`config.mk`:
```
export PLATFORM = sky130hd
export DESIGN_NAME = sine_row_displacement_warp_core
export DESIGN_NICKNAME = d
export VERILOG_FILES = /design/src/sv/swarp_pkg.sv /design/src/sv/swarp_front.sv /design/src/sv/swarp_queue.sv /design/src/sv/swarp_back.sv /design/src/sv/sine_row_displacement_warp_core.sv
export SDC_FILE = /design/constraint.sdc
export NUM_CORES = 2
export LEC_CHECK = 0
export BUFFER_PORTS_ARGS = -buffer_cell sky130_fd_sc_hd__buf_2
export CAP_MARGIN = 20
export CORE_MARGIN = 5
export CORE_UTILIZATION = 35
export DETAILED_ROUTE_END_ITERATION = 8
export GPL_ROUTABILITY_DRIVEN = 0
export MAX_ROUTING_LAYER = met4
export RECOVER_POWER = 25
export SLEW_MARGIN = 10
export SYNTH_ARGS = -nofsm -noshare
export SYNTH_HDL_FRONTEND = slang
export SYNTH_MEMORY_MAX_BITS = 65536
export SYNTH_SLANG_ARGS = --single-unit
```
`constraint.sdc`:
```
create_clock -name clock -period 25 [get_ports clock]
set_input_delay 2.5 -clock clock [delete_from_list [all_inputs] [get_ports clock]]
set_output_delay 2.5 -clock clock [all_outputs]
set_load 0.005 [all_outputs]
```
`src/sv/swarp_pkg.sv`:
```
`default_nettype none

package swarp_pkg;

   localparam int PIXEL_BITS   = 32;
   localparam int WINDOW_DEPTH = 64;
   localparam int WIN_AW       = $clog2(WINDOW_DEPTH);
   localparam int MAX_WIDTH    = 4096;
   localparam int ROW_LIMIT    = 4096;
   localparam int COL_BITS     = 12;
   localparam int DIM_BITS     = COL_BITS + 1;
   localparam int LAG          = 31;
   localparam int OFF_BITS     = $clog2(LAG + 1);
   localparam int SHIFT_BITS   = 6;
   localparam int ANGLE_BITS   = 9;
   localparam int ANGLE_FULL   = 360;
   localparam int PROD_BITS    = 16;
   localparam int RECIP_360    = 11651;   // ceil(2^22 / 360), exact for 16-bit dividends
   localparam int RECIP_SHIFT  = 22;
   localparam int QUOT_BITS    = 8;
   localparam int SINE_BITS    = 17;
   localparam int SINE_FRAC    = 16;

   localparam int CSR_AW = 3;
   localparam logic [CSR_AW-1:0] CSR_ROW_PHASE       = 3'd0;
   localparam logic [CSR_AW-1:0] CSR_DEGREES_PER_ROW = 3'd1;
   localparam logic [CSR_AW-1:0] CSR_WAVE_AMPLITUDE  = 3'd2;
   localparam logic [CSR_AW-1:0] CSR_IMAGE_WIDTH     = 3'd3;
   localparam logic [CSR_AW-1:0] CSR_IMAGE_HEIGHT    = 3'd4;

   localparam logic [6:0]          RESET_ROW_PHASE       = 7'd0;
   localparam logic [3:0]          RESET_DEGREES_PER_ROW = 4'd10;
   localparam logic [4:0]          RESET_WAVE_AMPLITUDE  = 5'd16;
   localparam logic [DIM_BITS-1:0] RESET_IMAGE_WIDTH     = 13'd640;
   localparam logic [DIM_BITS-1:0] RESET_IMAGE_HEIGHT    = 13'd480;

   // Quarter-wave sine, Q1.16, one entry per degree 0..90
   localparam logic [SINE_BITS-1:0] SINE_Q16 [0:90] = '{
      17'd0,     17'd1144,  17'd2287,  17'd3430,  17'd4572,  17'd5712,  17'd6850,
      17'd7987,  17'd9121,  17'd10252, 17'd11380, 17'd12505, 17'd13626, 17'd14742,
      17'd15855, 17'd16962, 17'd18064, 17'd19161, 17'd20252, 17'd21336, 17'd22415,
      17'd23486, 17'd24550, 17'd25607, 17'd26656, 17'd27697, 17'd28729, 17'd29753,
      17'd30767, 17'd31772, 17'd32768, 17'd33754, 17'd34729, 17'd35693, 17'd36647,
      17'd37590, 17'd38521, 17'd39441, 17'd40348, 17'd41243, 17'd42126, 17'd42995,
      17'd43852, 17'd44695, 17'd45525, 17'd46341, 17'd47143, 17'd47930, 17'd48703,
      17'd49461, 17'd50203, 17'd50931, 17'd51643, 17'd52339, 17'd53020, 17'd53684,
      17'd54332, 17'd54963, 17'd55578, 17'd56175, 17'd56756, 17'd57319, 17'd57865,
      17'd58393, 17'd58903, 17'd59396, 17'd59870, 17'd60326, 17'd60764, 17'd61183,
      17'd61584, 17'd61966, 17'd62328, 17'd62672, 17'd62997, 17'd63303, 17'd63589,
      17'd63856, 17'd64104, 17'd64332, 17'd64540, 17'd64729, 17'd64898, 17'd65048,
      17'd65177, 17'd65287, 17'd65376, 17'd65446, 17'd65496, 17'd65526, 17'd65536
   };

   typedef struct packed {
      logic [6:0]          row_phase;
      logic [3:0]          degrees_per_row;
      logic [4:0]          wave_amplitude;
      logic [DIM_BITS-1:0] width;    // effective, 1..MAX_WIDTH
      logic [DIM_BITS-1:0] height;   // effective, 1..ROW_LIMIT
   } cfg_type;

   typedef struct packed {
      logic [COL_BITS-1:0]          first_col;
      logic [COL_BITS-1:0]          last_col;
      logic signed [SHIFT_BITS-1:0] shift;
      logic                         row_end;
      logic                         frame_end;
   } cmd_type;

   typedef struct packed {
      logic                  en;
      logic [WIN_AW-1:0]     addr;
      logic [PIXEL_BITS-1:0] src;
      logic [PIXEL_BITS-1:0] cnv;
   } wr_type;

   typedef struct packed {
      logic [1:0] count;
      logic       flush_pend;
   } qstat_type;

   typedef struct packed {
      logic [PIXEL_BITS-1:0] pixel;
      logic                  row_done;
      logic                  frame_done;
   } res_type;

endpackage

`default_nettype wire

```
`src/sv/swarp_front.sv`:
```
`default_nettype none

module swarp_front
   import swarp_pkg::*;
(
   input  wire logic                  clock,
   input  wire logic                  reset,
   input  wire cfg_type               cfg,
   input  wire logic                  cfg_wr,
   input  wire logic                  req_valid,
   input  wire logic [PIXEL_BITS-1:0] req_src,
   input  wire logic [PIXEL_BITS-1:0] req_cnv,
   output logic                       req_ready,
   input  wire qstat_type             qstat,
   output logic                       push_valid,
   output cmd_type                    push_cmd,
   output wr_type                     wr
);

   localparam logic [2:0] ST_IDLE  = 3'd0;
   localparam logic [2:0] ST_PROD  = 3'd1;
   localparam logic [2:0] ST_QUOT  = 3'd2;
   localparam logic [2:0] ST_REM   = 3'd3;
   localparam logic [2:0] ST_SINE  = 3'd4;
   localparam logic [2:0] ST_SCALE = 3'd5;

   logic [2:0]                   step_ff, step_in;
   logic [COL_BITS-1:0]          col_ff, col_in;
   logic [COL_BITS-1:0]          row_ff, row_in;
   logic [PROD_BITS-1:0]         x_ff, x_in;
   logic [QUOT_BITS-1:0]         q_ff, q_in;
   logic [ANGLE_BITS-1:0]        a_ff, a_in;
   logic [SINE_BITS-1:0]         t_ff, t_in;
   logic                         neg_ff, neg_in;
   logic signed [SHIFT_BITS-1:0] shift_ff, shift_in;

   logic                         busy, accept, last, frame_end, lag_ok;
   logic [DIM_BITS-1:0]          phase_sum;
   logic [DIM_BITS+3:0]          angle_prod;
   logic [PROD_BITS+13:0]        recip_prod;
   logic [PROD_BITS-1:0]         quot_360, rem;
   logic [ANGLE_BITS-1:0]        fold;
   logic [SINE_BITS+4:0]         scaled;
   logic [SHIFT_BITS-1:0]        mag;

   assign busy      = (step_ff != ST_IDLE);
   assign req_ready = !busy && (qstat.count <= 2'd1) && !qstat.flush_pend;
   assign accept    = req_valid && req_ready;

   assign last      = (({1'b0, col_ff} + DIM_BITS'(1)) >= cfg.width);
   assign frame_end = (({1'b0, row_ff} + DIM_BITS'(1)) >= cfg.height);
   assign lag_ok    = (col_ff >= COL_BITS'(LAG));

   assign push_valid         = accept && (last || lag_ok);
   assign push_cmd.first_col = lag_ok ? (col_ff - COL_BITS'(LAG)) : '0;
   assign push_cmd.last_col  = last ? col_ff : (col_ff - COL_BITS'(LAG));
   assign push_cmd.shift     = shift_ff;
   assign push_cmd.row_end   = last;
   assign push_cmd.frame_end = last && frame_end;

   assign wr.en   = accept;
   assign wr.addr = col_ff[WIN_AW-1:0];
   assign wr.src  = req_src;
   assign wr.cnv  = req_cnv;

   // row shift: angle = ((row + phase) * step) mod 360, then sine * amplitude
   assign phase_sum  = {1'b0, row_ff} + DIM_BITS'(cfg.row_phase);
   assign angle_prod = (DIM_BITS+4)'(phase_sum) * (DIM_BITS+4)'(cfg.degrees_per_row);
   assign recip_prod = (PROD_BITS+14)'(x_ff) * (PROD_BITS+14)'(RECIP_360);
   assign quot_360   = PROD_BITS'(q_ff) * PROD_BITS'(ANGLE_FULL);
   assign rem        = x_ff - quot_360;
   assign scaled     = (SINE_BITS+5)'(t_ff) * (SINE_BITS+5)'(cfg.wave_amplitude);
   assign mag        = SHIFT_BITS'(scaled >> SINE_FRAC);

   always_comb begin
      if (a_ff <= ANGLE_BITS'(90)) begin
         fold = a_ff;
      end else if (a_ff <= ANGLE_BITS'(180)) begin
         fold = ANGLE_BITS'(180) - a_ff;
      end else if (a_ff <= ANGLE_BITS'(270)) begin
         fold = a_ff - ANGLE_BITS'(180);
      end else begin
         fold = ANGLE_BITS'(ANGLE_FULL) - a_ff;
      end
   end

   always_comb begin
      step_in  = step_ff;
      x_in     = x_ff;
      q_in     = q_ff;
      a_in     = a_ff;
      t_in     = t_ff;
      neg_in   = neg_ff;
      shift_in = shift_ff;
      case (step_ff)
         ST_IDLE: begin
            step_in = ST_IDLE;
         end
         ST_PROD: begin
            x_in    = angle_prod[PROD_BITS-1:0];
            step_in = ST_QUOT;
         end
         ST_QUOT: begin
            q_in    = recip_prod[RECIP_SHIFT +: QUOT_BITS];
            step_in = ST_REM;
         end
         ST_REM: begin
            a_in    = (rem >= PROD_BITS'(ANGLE_FULL)) ?
                      ANGLE_BITS'(rem - PROD_BITS'(ANGLE_FULL)) : ANGLE_BITS'(rem);
            step_in = ST_SINE;
         end
         ST_SINE: begin
            t_in    = SINE_Q16[fold[6:0]];
            neg_in  = (a_ff > ANGLE_BITS'(180));
            step_in = ST_SCALE;
         end
         ST_SCALE: begin
            shift_in = neg_ff ? $signed(SHIFT_BITS'(0) - mag) : $signed(mag);
            step_in  = ST_IDLE;
         end
         default: begin
            step_in = ST_IDLE;
         end
      endcase
      if (cfg_wr || (accept && last)) begin
         step_in = ST_PROD;
      end
   end

   always_comb begin
      col_in = col_ff;
      row_in = row_ff;
      if (accept) begin
         if (last) begin
            col_in = '0;
            row_in = frame_end ? '0 : (row_ff + COL_BITS'(1));
         end else begin
            col_in = col_ff + COL_BITS'(1);
         end
      end
   end

   always_ff @(posedge clock) begin
      if (reset) begin
         step_ff <= ST_PROD;
         col_ff  <= '0;
         row_ff  <= '0;
      end else begin
         step_ff <= step_in;
         col_ff  <= col_in;
         row_ff  <= row_in;
      end
   end

   always_ff @(posedge clock) begin
      x_ff     <= x_in;
      q_ff     <= q_in;
      a_ff     <= a_in;
      t_ff     <= t_in;
      neg_ff   <= neg_in;
      shift_ff <= shift_in;
   end

`ifndef SYNTHESIS
   a_row_end_recomputes: assert property (@(posedge clock) disable iff (reset)
      (accept && last) |=> (step_ff == ST_PROD))
      else $error("row end did not start shift recompute");
`endif

endmodule

`default_nettype wire

```
`src/sv/swarp_queue.sv`:
```
`default_nettype none

module swarp_queue
   import swarp_pkg::*;
(
   input  wire logic    clock,
   input  wire logic    reset,
   input  wire logic    push_valid,
   input  wire cmd_type push_cmd,
   input  wire logic    pop,
   output logic         head_valid,
   output cmd_type      head_cmd,
   output qstat_type    qstat
);

   cmd_type    ent_ff [2];
   logic       wr_ptr_ff, wr_ptr_in;
   logic       rd_ptr_ff, rd_ptr_in;
   logic [1:0] count_ff, count_in;
   logic       flush_pend_ff, flush_pend_in;

   assign head_valid       = (count_ff != 2'd0);
   assign head_cmd         = ent_ff[rd_ptr_ff];
   assign qstat.count      = count_ff;
   assign qstat.flush_pend = flush_pend_ff;

   always_comb begin
      wr_ptr_in     = push_valid ? !wr_ptr_ff : wr_ptr_ff;
      rd_ptr_in     = pop ? !rd_ptr_ff : rd_ptr_ff;
      count_in      = count_ff + 2'(push_valid) - 2'(pop);
      flush_pend_in = flush_pend_ff;
      if (pop && head_cmd.row_end) begin
         flush_pend_in = 1'b0;
      end
      if (push_valid && push_cmd.row_end) begin
         flush_pend_in = 1'b1;
      end
   end

   always_ff @(posedge clock) begin
      if (reset) begin
         wr_ptr_ff     <= 1'b0;
         rd_ptr_ff     <= 1'b0;
         count_ff      <= 2'd0;
         flush_pend_ff <= 1'b0;
      end else begin
         wr_ptr_ff     <= wr_ptr_in;
         rd_ptr_ff     <= rd_ptr_in;
         count_ff      <= count_in;
         flush_pend_ff <= flush_pend_in;
      end
   end

   always_ff @(posedge clock) begin
      if (push_valid) begin
         ent_ff[wr_ptr_ff] <= push_cmd;
      end
   end

`ifndef SYNTHESIS
   a_no_overflow: assert property (@(posedge clock) disable iff (reset)
      push_valid |-> (count_ff != 2'd2))
      else $error("command queue overflow");
   a_no_underflow: assert property (@(posedge clock) disable iff (reset)
      pop |-> (count_ff != 2'd0))
      else $error("command queue underflow");
`endif

endmodule

`default_nettype wire

```
`src/sv/swarp_back.sv`:
```
`default_nettype none

module swarp_back
   import swarp_pkg::*;
(
   input  wire logic                clock,
   input  wire logic                reset,
   input  wire wr_type              wr,
   input  wire logic [DIM_BITS-1:0] width,
   input  wire logic                head_valid,
   input  wire cmd_type             head_cmd,
   output logic                     pop,
   output logic                     res_valid,
   input  wire logic                res_ready,
   output res_type                  res
);

   logic [PIXEL_BITS-1:0]  src_win_ff [WINDOW_DEPTH];
   logic [PIXEL_BITS-1:0]  cnv_win_ff [WINDOW_DEPTH];
   logic [PIXEL_BITS-1:0]  src_rd_ff, cnv_rd_ff;
   logic                   sel_ff, row_end_ff, frame_end_ff;
   logic                   rd_valid_ff;

   logic [OFF_BITS-1:0]    off_ff, off_in;
   res_type                ob_ff [2];
   logic                   ob_wr_ff, ob_rd_ff;
   logic [1:0]             ob_cnt_ff, ob_cnt_in;

   logic [COL_BITS-1:0]    col;
   logic signed [COL_BITS+1:0] src_col;
   logic                   in_row, at_end, issue, out_pop;
   logic [2:0]             occ;
   res_type                rd_res;

   // output column and the source column it pulls from
   assign col     = head_cmd.first_col + COL_BITS'(off_ff);
   assign src_col = $signed({2'b00, col}) - (COL_BITS+2)'(head_cmd.shift);
   assign in_row  = !src_col[COL_BITS+1] && (src_col[COL_BITS:0] < width);
   assign at_end  = (col == head_cmd.last_col);

   assign out_pop = res_valid && res_ready;
   assign occ     = 3'(ob_cnt_ff) + 3'(rd_valid_ff) - 3'(out_pop);
   assign issue   = head_valid && (occ <= 3'd1);
   assign pop     = issue && at_end;
   assign off_in  = issue ? (at_end ? '0 : (off_ff + OFF_BITS'(1))) : off_ff;

   always_ff @(posedge clock) begin
      if (wr.en) begin
         src_win_ff[wr.addr] <= wr.src;
         cnv_win_ff[wr.addr] <= wr.cnv;
      end
   end

   always_ff @(posedge clock) begin
      if (issue) begin
         src_rd_ff    <= src_win_ff[src_col[WIN_AW-1:0]];
         cnv_rd_ff    <= cnv_win_ff[col[WIN_AW-1:0]];
         sel_ff       <= in_row;
         row_end_ff   <= head_cmd.row_end && at_end;
         frame_end_ff <= head_cmd.frame_end && at_end;
      end
   end

   assign rd_res.pixel      = sel_ff ? src_rd_ff : cnv_rd_ff;
   assign rd_res.row_done   = row_end_ff;
   assign rd_res.frame_done = frame_end_ff;

   assign res_valid = (ob_cnt_ff != 2'd0);
   assign res       = ob_ff[ob_rd_ff];
   assign ob_cnt_in = ob_cnt_ff + 2'(rd_valid_ff) - 2'(out_pop);

   always_ff @(posedge clock) begin
      if (rd_valid_ff) begin
         ob_ff[ob_wr_ff] <= rd_res;
      end
   end

   always_ff @(posedge clock) begin
      if (reset) begin
         off_ff      <= '0;
         rd_valid_ff <= 1'b0;
         ob_wr_ff    <= 1'b0;
         ob_rd_ff    <= 1'b0;
         ob_cnt_ff   <= 2'd0;
      end else begin
         off_ff      <= off_in;
         rd_valid_ff <= issue;
         ob_wr_ff    <= rd_valid_ff ? !ob_wr_ff : ob_wr_ff;
         ob_rd_ff    <= out_pop ? !ob_rd_ff : ob_rd_ff;
         ob_cnt_ff   <= ob_cnt_in;
      end
   end

`ifndef SYNTHESIS
   a_ob_room: assert property (@(posedge clock) disable iff (reset)
      rd_valid_ff |-> ((ob_cnt_ff != 2'd2) || out_pop))
      else $error("result buffer overflow");
`endif

endmodule

`default_nettype wire

```
`src/sv/sine_row_displacement_warp_core.sv`:
```
`default_nettype none

// Sine row displacement warp. Takes a raster-order stream of (source, canvas)
// pixel pairs and shifts row r sideways by
// trunc(sin(((r + row_phase) * degrees_per_row) mod 360 deg) * wave_amplitude);
// an output column whose source column falls outside the row keeps the canvas
// pixel. Results trail inputs by 31 columns; the last pixel of a row flushes
// the remainder of that row (up to 32 results), with rsp_tlast on the row's last
// result and rsp_tuser on the picture's last result. Rate: one transaction per
// cycle inside a row unless rsp_tready stalls, paced by the back end's single
// window read per result. At each row end the input holds tready low until the
// flush has been read out of the window and the next row's shift is computed
// (PROD, QUOT, REM, SINE, SCALE; overlapping); a register write or reset also starts it.
// The user must write registers only while the block is idle; it does not enforce this.

module sine_row_displacement_warp_core
   import swarp_pkg::*;
(
   input  wire logic                  clock,
   input  wire logic                  reset,
   // input stream
   input  wire logic                  req_tvalid,
   output logic                       req_tready,
   input  wire logic [63:0]           req_tdata,   // [31:0] source_pixel, [63:32] canvas_pixel
   // result stream
   output logic                       rsp_tvalid,
   input  wire logic                  rsp_tready,
   output logic [PIXEL_BITS-1:0]      rsp_tdata,   // [31:0] out_pixel
   output logic                       rsp_tlast,   // row_done
   output logic                       rsp_tuser,   // [0] frame_done
   // register writes
   input  wire logic                  csr_we,
   input  wire logic [CSR_AW-1:0]     csr_addr,
   input  wire logic [DIM_BITS-1:0]   csr_wdata
);

   logic [6:0]          row_phase_ff;
   logic [3:0]          degrees_per_row_ff;
   logic [4:0]          wave_amplitude_ff;
   logic [DIM_BITS-1:0] image_width_ff;
   logic [DIM_BITS-1:0] image_height_ff;

   cfg_type   cfg;
   logic      cfg_wr;
   logic      push_valid, pop, head_valid;
   cmd_type   push_cmd, head_cmd;
   qstat_type qstat;
   wr_type    wr;
   res_type   res;

   always_ff @(posedge clock) begin
      if (reset) begin
         row_phase_ff       <= RESET_ROW_PHASE;
         degrees_per_row_ff <= RESET_DEGREES_PER_ROW;
         wave_amplitude_ff  <= RESET_WAVE_AMPLITUDE;
         image_width_ff     <= RESET_IMAGE_WIDTH;
         image_height_ff    <= RESET_IMAGE_HEIGHT;
      end else if (csr_we) begin
         case (csr_addr)
            CSR_ROW_PHASE:       row_phase_ff       <= csr_wdata[6:0];
            CSR_DEGREES_PER_ROW: degrees_per_row_ff <= csr_wdata[3:0];
            CSR_WAVE_AMPLITUDE:  wave_amplitude_ff  <= csr_wdata[4:0];
            CSR_IMAGE_WIDTH:     image_width_ff     <= csr_wdata;
            CSR_IMAGE_HEIGHT:    image_height_ff    <= csr_wdata;
            default: begin
            end
         endcase
      end
   end

   // writes to unmapped indexes change nothing and trigger no recompute
   always_comb begin
      case (csr_addr)
         CSR_ROW_PHASE, CSR_DEGREES_PER_ROW, CSR_WAVE_AMPLITUDE,
         CSR_IMAGE_WIDTH, CSR_IMAGE_HEIGHT: cfg_wr = csr_we;
         default: cfg_wr = 1'b0;
      endcase
   end

   // zero size acts as 1, oversize clamps to the limits
   always_comb begin
      cfg.row_phase       = row_phase_ff;
      cfg.degrees_per_row = degrees_per_row_ff;
      cfg.wave_amplitude  = wave_amplitude_ff;
      if (image_width_ff == '0) begin
         cfg.width = DIM_BITS'(1);
      end else if (image_width_ff > DIM_BITS'(MAX_WIDTH)) begin
         cfg.width = DIM_BITS'(MAX_WIDTH);
      end else begin
         cfg.width = image_width_ff;
      end
      if (image_height_ff == '0) begin
         cfg.height = DIM_BITS'(1);
      end else if (image_height_ff > DIM_BITS'(ROW_LIMIT)) begin
         cfg.height = DIM_BITS'(ROW_LIMIT);
      end else begin
         cfg.height = image_height_ff;
      end
   end

   // front end: column/row tracking, window writes, per-row shift
   swarp_front u_front (
      .clock      (clock),
      .reset      (reset),
      .cfg        (cfg),
      .cfg_wr     (cfg_wr),
      .req_valid  (req_tvalid),
      .req_src    (req_tdata[PIXEL_BITS-1:0]),
      .req_cnv    (req_tdata[2*PIXEL_BITS-1:PIXEL_BITS]),
      .req_ready  (req_tready),
      .qstat      (qstat),
      .push_valid (push_valid),
      .push_cmd   (push_cmd),
      .wr         (wr)
   );

   // two-deep command queue; also tracks an outstanding row flush
   swarp_queue u_queue (
      .clock      (clock),
      .reset      (reset),
      .push_valid (push_valid),
      .push_cmd   (push_cmd),
      .pop        (pop),
      .head_valid (head_valid),
      .head_cmd   (head_cmd),
      .qstat      (qstat)
   );

   // back end: windows, one read per result, two-entry result buffer
   swarp_back u_back (
      .clock      (clock),
      .reset      (reset),
      .wr         (wr),
      .width      (cfg.width),
      .head_valid (head_valid),
      .head_cmd   (head_cmd),
      .pop        (pop),
      .res_valid  (rsp_tvalid),
      .res_ready  (rsp_tready),
      .res        (res)
   );

   assign rsp_tdata = res.pixel;
   assign rsp_tlast = res.row_done;
   assign rsp_tuser = res.frame_done;

endmodule

`default_nettype wire
```
==> implementation parameters <==
Parameter                              Value

Yosys
  EDFF count, synth    4352
  Fraction of registers with async set or reset after synthesis    0%
  Fraction of synthesized cell area in xor and xnor cells    0.752%
  Multiplexer area fraction after synthesis    17.1%
  Dominant synthesized flop cell    sky130_fd_sc_hd__edfxtp_1
  Cells after Synth    8516
  Area share of fa/ha/maj cells after synthesis    3.45%
  Simple-gate portion of the synthesized area    2.28%
  Top cell types by occurrence after synthesis    sky130_fd_sc_hd__edfxtp_1, sky130_fd_sc_hd__mux4_2, sky130_fd_sc_hd__nand2_1
  Fraction of the mapped netlist area in compound gates    1.85%
  Post-synthesis cell type count    94
  Number of register bits inferred by synthesis    4438
  Cell with the most instances after synthesis    sky130_fd_sc_hd__edfxtp_1
  Netlist area before placement    181000 sq um
  Largest cells by area after synthesis    sky130_fd_sc_hd__edfxtp_1, sky130_fd_sc_hd__mux4_2, sky130_fd_sc_hd__ha_1
  Post-synth top area share    72.2%
  Syn_area_per_cell    21.3 sq um
  Largest area contributor in the netlist    sky130_fd_sc_hd__edfxtp_1
  Post-synth net total    9020
  Yosys warning total    0
  Post-synthesis sequential area ratio    73.1%
  Dominant combinational cell family by area after synthesis    multiplexers

STA
  Number of max-slew violations in the final report    2917
  Upper clock frequency limit    112 MHz
  Setup TNS after final layout    0 ns
  Post-route fraction of the period consumed by the critical path    35.6%
  RSZ-0062 raised after global routing    false
  Layout Skew    0.0792 ns
  Worst slew margin    -124%
  Total count of hold-check failures in the final report    0
  Worst slew pin tran    3.36 ns
  Min Tclk post-route    8.90 ns
  Setup violation total in the final timing report    0

Setup path
  Worst reg-to-reg path cell count    14
  Required time of the worst setup path    25.74 ns
  CP endpoint kind    flop
  Worst Path Class, Setup    reg2reg
  Arr. time, crit path    9.64 ns
  Worst Setup Start Kind    flop
  Critical-path maximum fanout    48

Clock network
  Clock transition time at the flip-flop clock pins of the worst setup and hold paths    0.06 ns
  Clock root cell    sky130_fd_sc_hd__clkbuf_16
  Number of sinks on the clock net    4438
  # H-tree levels    5
  Buffer levels on the longest clock path    4
  Clock tree from TritonCTS    done
  Post-CTS Setup Repair Bufs    0
  Insertion delay to the later sink of the worst-skew pair    1.05 ns
  Number of cells upsized or downsized after cts    0
  Inserted Clock Buffers    440
  Post-CTS Hold Buffers    0

Run
  Max capacitance violation total    48

Drt
  Detailed-route via count    90754
  Via density per instance    5.59
  First drt pass iteration count    9
  Iteration-0 DRC count of the detailed router    11706
  Total Wirelength    505000 microns
  Remaining number of nets flagged by the antenna check after routing    0
  Count of unresolved DRC violations after routing    0
  Detail-routed net length per standard cell    31.1 microns

Floorplanning
  Die height    729 microns
  DIE WIDTH    729 microns
  Area of the placeable core    516000 sq um
  Total I/O pin count    121
  Floorplan row count    264
  Die area    532000 sq um
  Starting utilization of the core area    35.1%

Place
  Placed cell count    15356
  Placed wire-length estimate after detailed placement    264000 microns
  Buffers on Ports    120

Power and ir drop
  IR Drop Worst-Case VDD    0.0715 mV
  Pwr/cell area    81.5 nW/um^2
  Total Power Consumption    16.8 mW
  Total leakage power    64.7 nW

GRT
  Initial antenna violation count    51
  Maximum number of pins on one net before global-route repair    124
  Vias in the first global route    90347
  Global-route wire length before repair    703000 microns
  Final global-route overflow total    0
  GRT Total Usage    19.1%

Finish
  Non-filler instance count after layout    16225
  Register cell area after layout    132000 sq um
  Number of fillers in the final layout    44966
  Area added between synthesis and finish    13.9%
  Layout Utilization    40.0%
  Area of the multi-input gates    46700 sq um
  Fraction of final layout cells sized beyond drive strength 1    26.2%
  # nets final    9395

Worst hold path
  Instance count along the most critical hold path    0
  Path category of the worst min-delay check    reg2reg

Run status
  Result of the run    finished with violations
  Failing checks    capacitance limit, slew limit
==> per-layer routing <==
layer,global-route usage [%],wire (microns),up-vias
met5,-,0,-
met1,24.8,195000,49159
met4,6.24,18200,0
met3,3.05,43000,967
met2,30.9,249000,4561
li1,-,-,36067
==> flip-flops by register name, indices dropped and copies added, names as in the netlist, 6 cells and up, named ones only <==
name               flops
image_height_ff       13
image_width_ff        13
row_phase_ff           7
u_back.cnv_rd_ff      32
u_back.cnv_win_ff   2048
u_back.ob_ff          68
u_back.src_rd_ff      32
u_back.src_win_ff   2048
u_front.a_ff           9
u_front.col_ff        12
u_front.q_ff           8
u_front.row_ff        12
u_front.shift_ff       6
u_front.t_ff          17
u_front.x_ff          16
u_queue.ent_ff        64
==> critical path: stages, from the launching register on <==
cell and delay [ns]:
sky130_fd_sc_hd__dfxtp_2 0.31, sky130_fd_sc_hd__buf_4 0.51, sky130_fd_sc_hd__mux2_2 0.43, sky130_fd_sc_hd__ha_4 0.68, sky130_fd_sc_hd__inv_1 0.22, sky130_fd_sc_hd__ha_4 0.79, sky130_fd_sc_hd__buf_4 0.80, sky130_fd_sc_hd__buf_4 0.73
sky130_fd_sc_hd__buf_4 0.70, sky130_fd_sc_hd__buf_4 0.71, sky130_fd_sc_hd__buf_4 0.87, sky130_fd_sc_hd__mux4_2 0.62, sky130_fd_sc_hd__mux4_2 0.49, sky130_fd_sc_hd__a211oi_1 0.53, sky130_fd_sc_hd__a31oi_1 0.07
==> cell families after synthesis <==
kind of cell / Yosys count
XOR/XNOR: 153
multiplexers: 1444
AND/OR/NAND/NOR: 880
AO/OA/AOI/OAI: 492
flip-flops: 4438
adder cells (fa/ha/maj): 419
buffers and inverters: 690
==> power breakdown <==
group	internal (mW)	switching, mW	leakage, nW	total (mW)
clock	4.00	2.88	7.36	6.88
sequential	8.23	0.0302	39.9	8.26
combinational	0.625	1.05	17.5	1.68
total	12.9	3.96	64.7	16.8
==> cell type report <==
| type | instances | area share, % |
|---|---|---|
| antenna | 36 | 0.0437 |
| sequential | 4438 | 64.2 |
| clock buffer | 512 | 5.49 |
| multi-input combinational | 3388 | 22.6 |
| clock inverter | 312 | 1.82 |
| timing repair buffer | 354 | 1.17 |
| tap | 6916 | 4.19 |
| inverter | 269 | 0.492 |
==> metrics by stage <==
stage               instance area (sq um)  worst slack [ns]  hold WS (ns)
global route                       206000             15.21         0.458
global placement                   191000             15.84         0.445
finish                             206000             16.10         0.460
CTS                                206000             15.76         0.449
detailed placement                 191000             15.74         0.444
floorplan                          181000             14.84         0.421
==> path summary, 6_finish.rpt <==
kind,from,endpoint,slack [ns]
setup / recovery,flop,u_back.src_rd_ff[10],16.10
setup reg to reg,flop,u_back.src_rd_ff[10],16.10
hold / removal,u_back.row_end_ff,u_back.ob_ff[0][1],0.46
hold reg to reg,u_back.row_end_ff,u_back.ob_ff[0][1],0.46
==> cells in the final DEF, fill, tap and decap left out, drive strengths merged, types with 126 or more instances in the layout <==
cell type / netlist / layout
edfxtp: 4352 / 4352
mux4: 1312 / 1312
clkbuf: 261 / 570
nand2: 318 / 318
buf: 160 / 296
ha: 286 / 286
inv: 267 / 284
nor2: 222 / 222
clkinv: 2 / 214
fa: 133 / 133
a21oi: 126 / 126
Note: power is estimated with default switching activity, not from simulation.
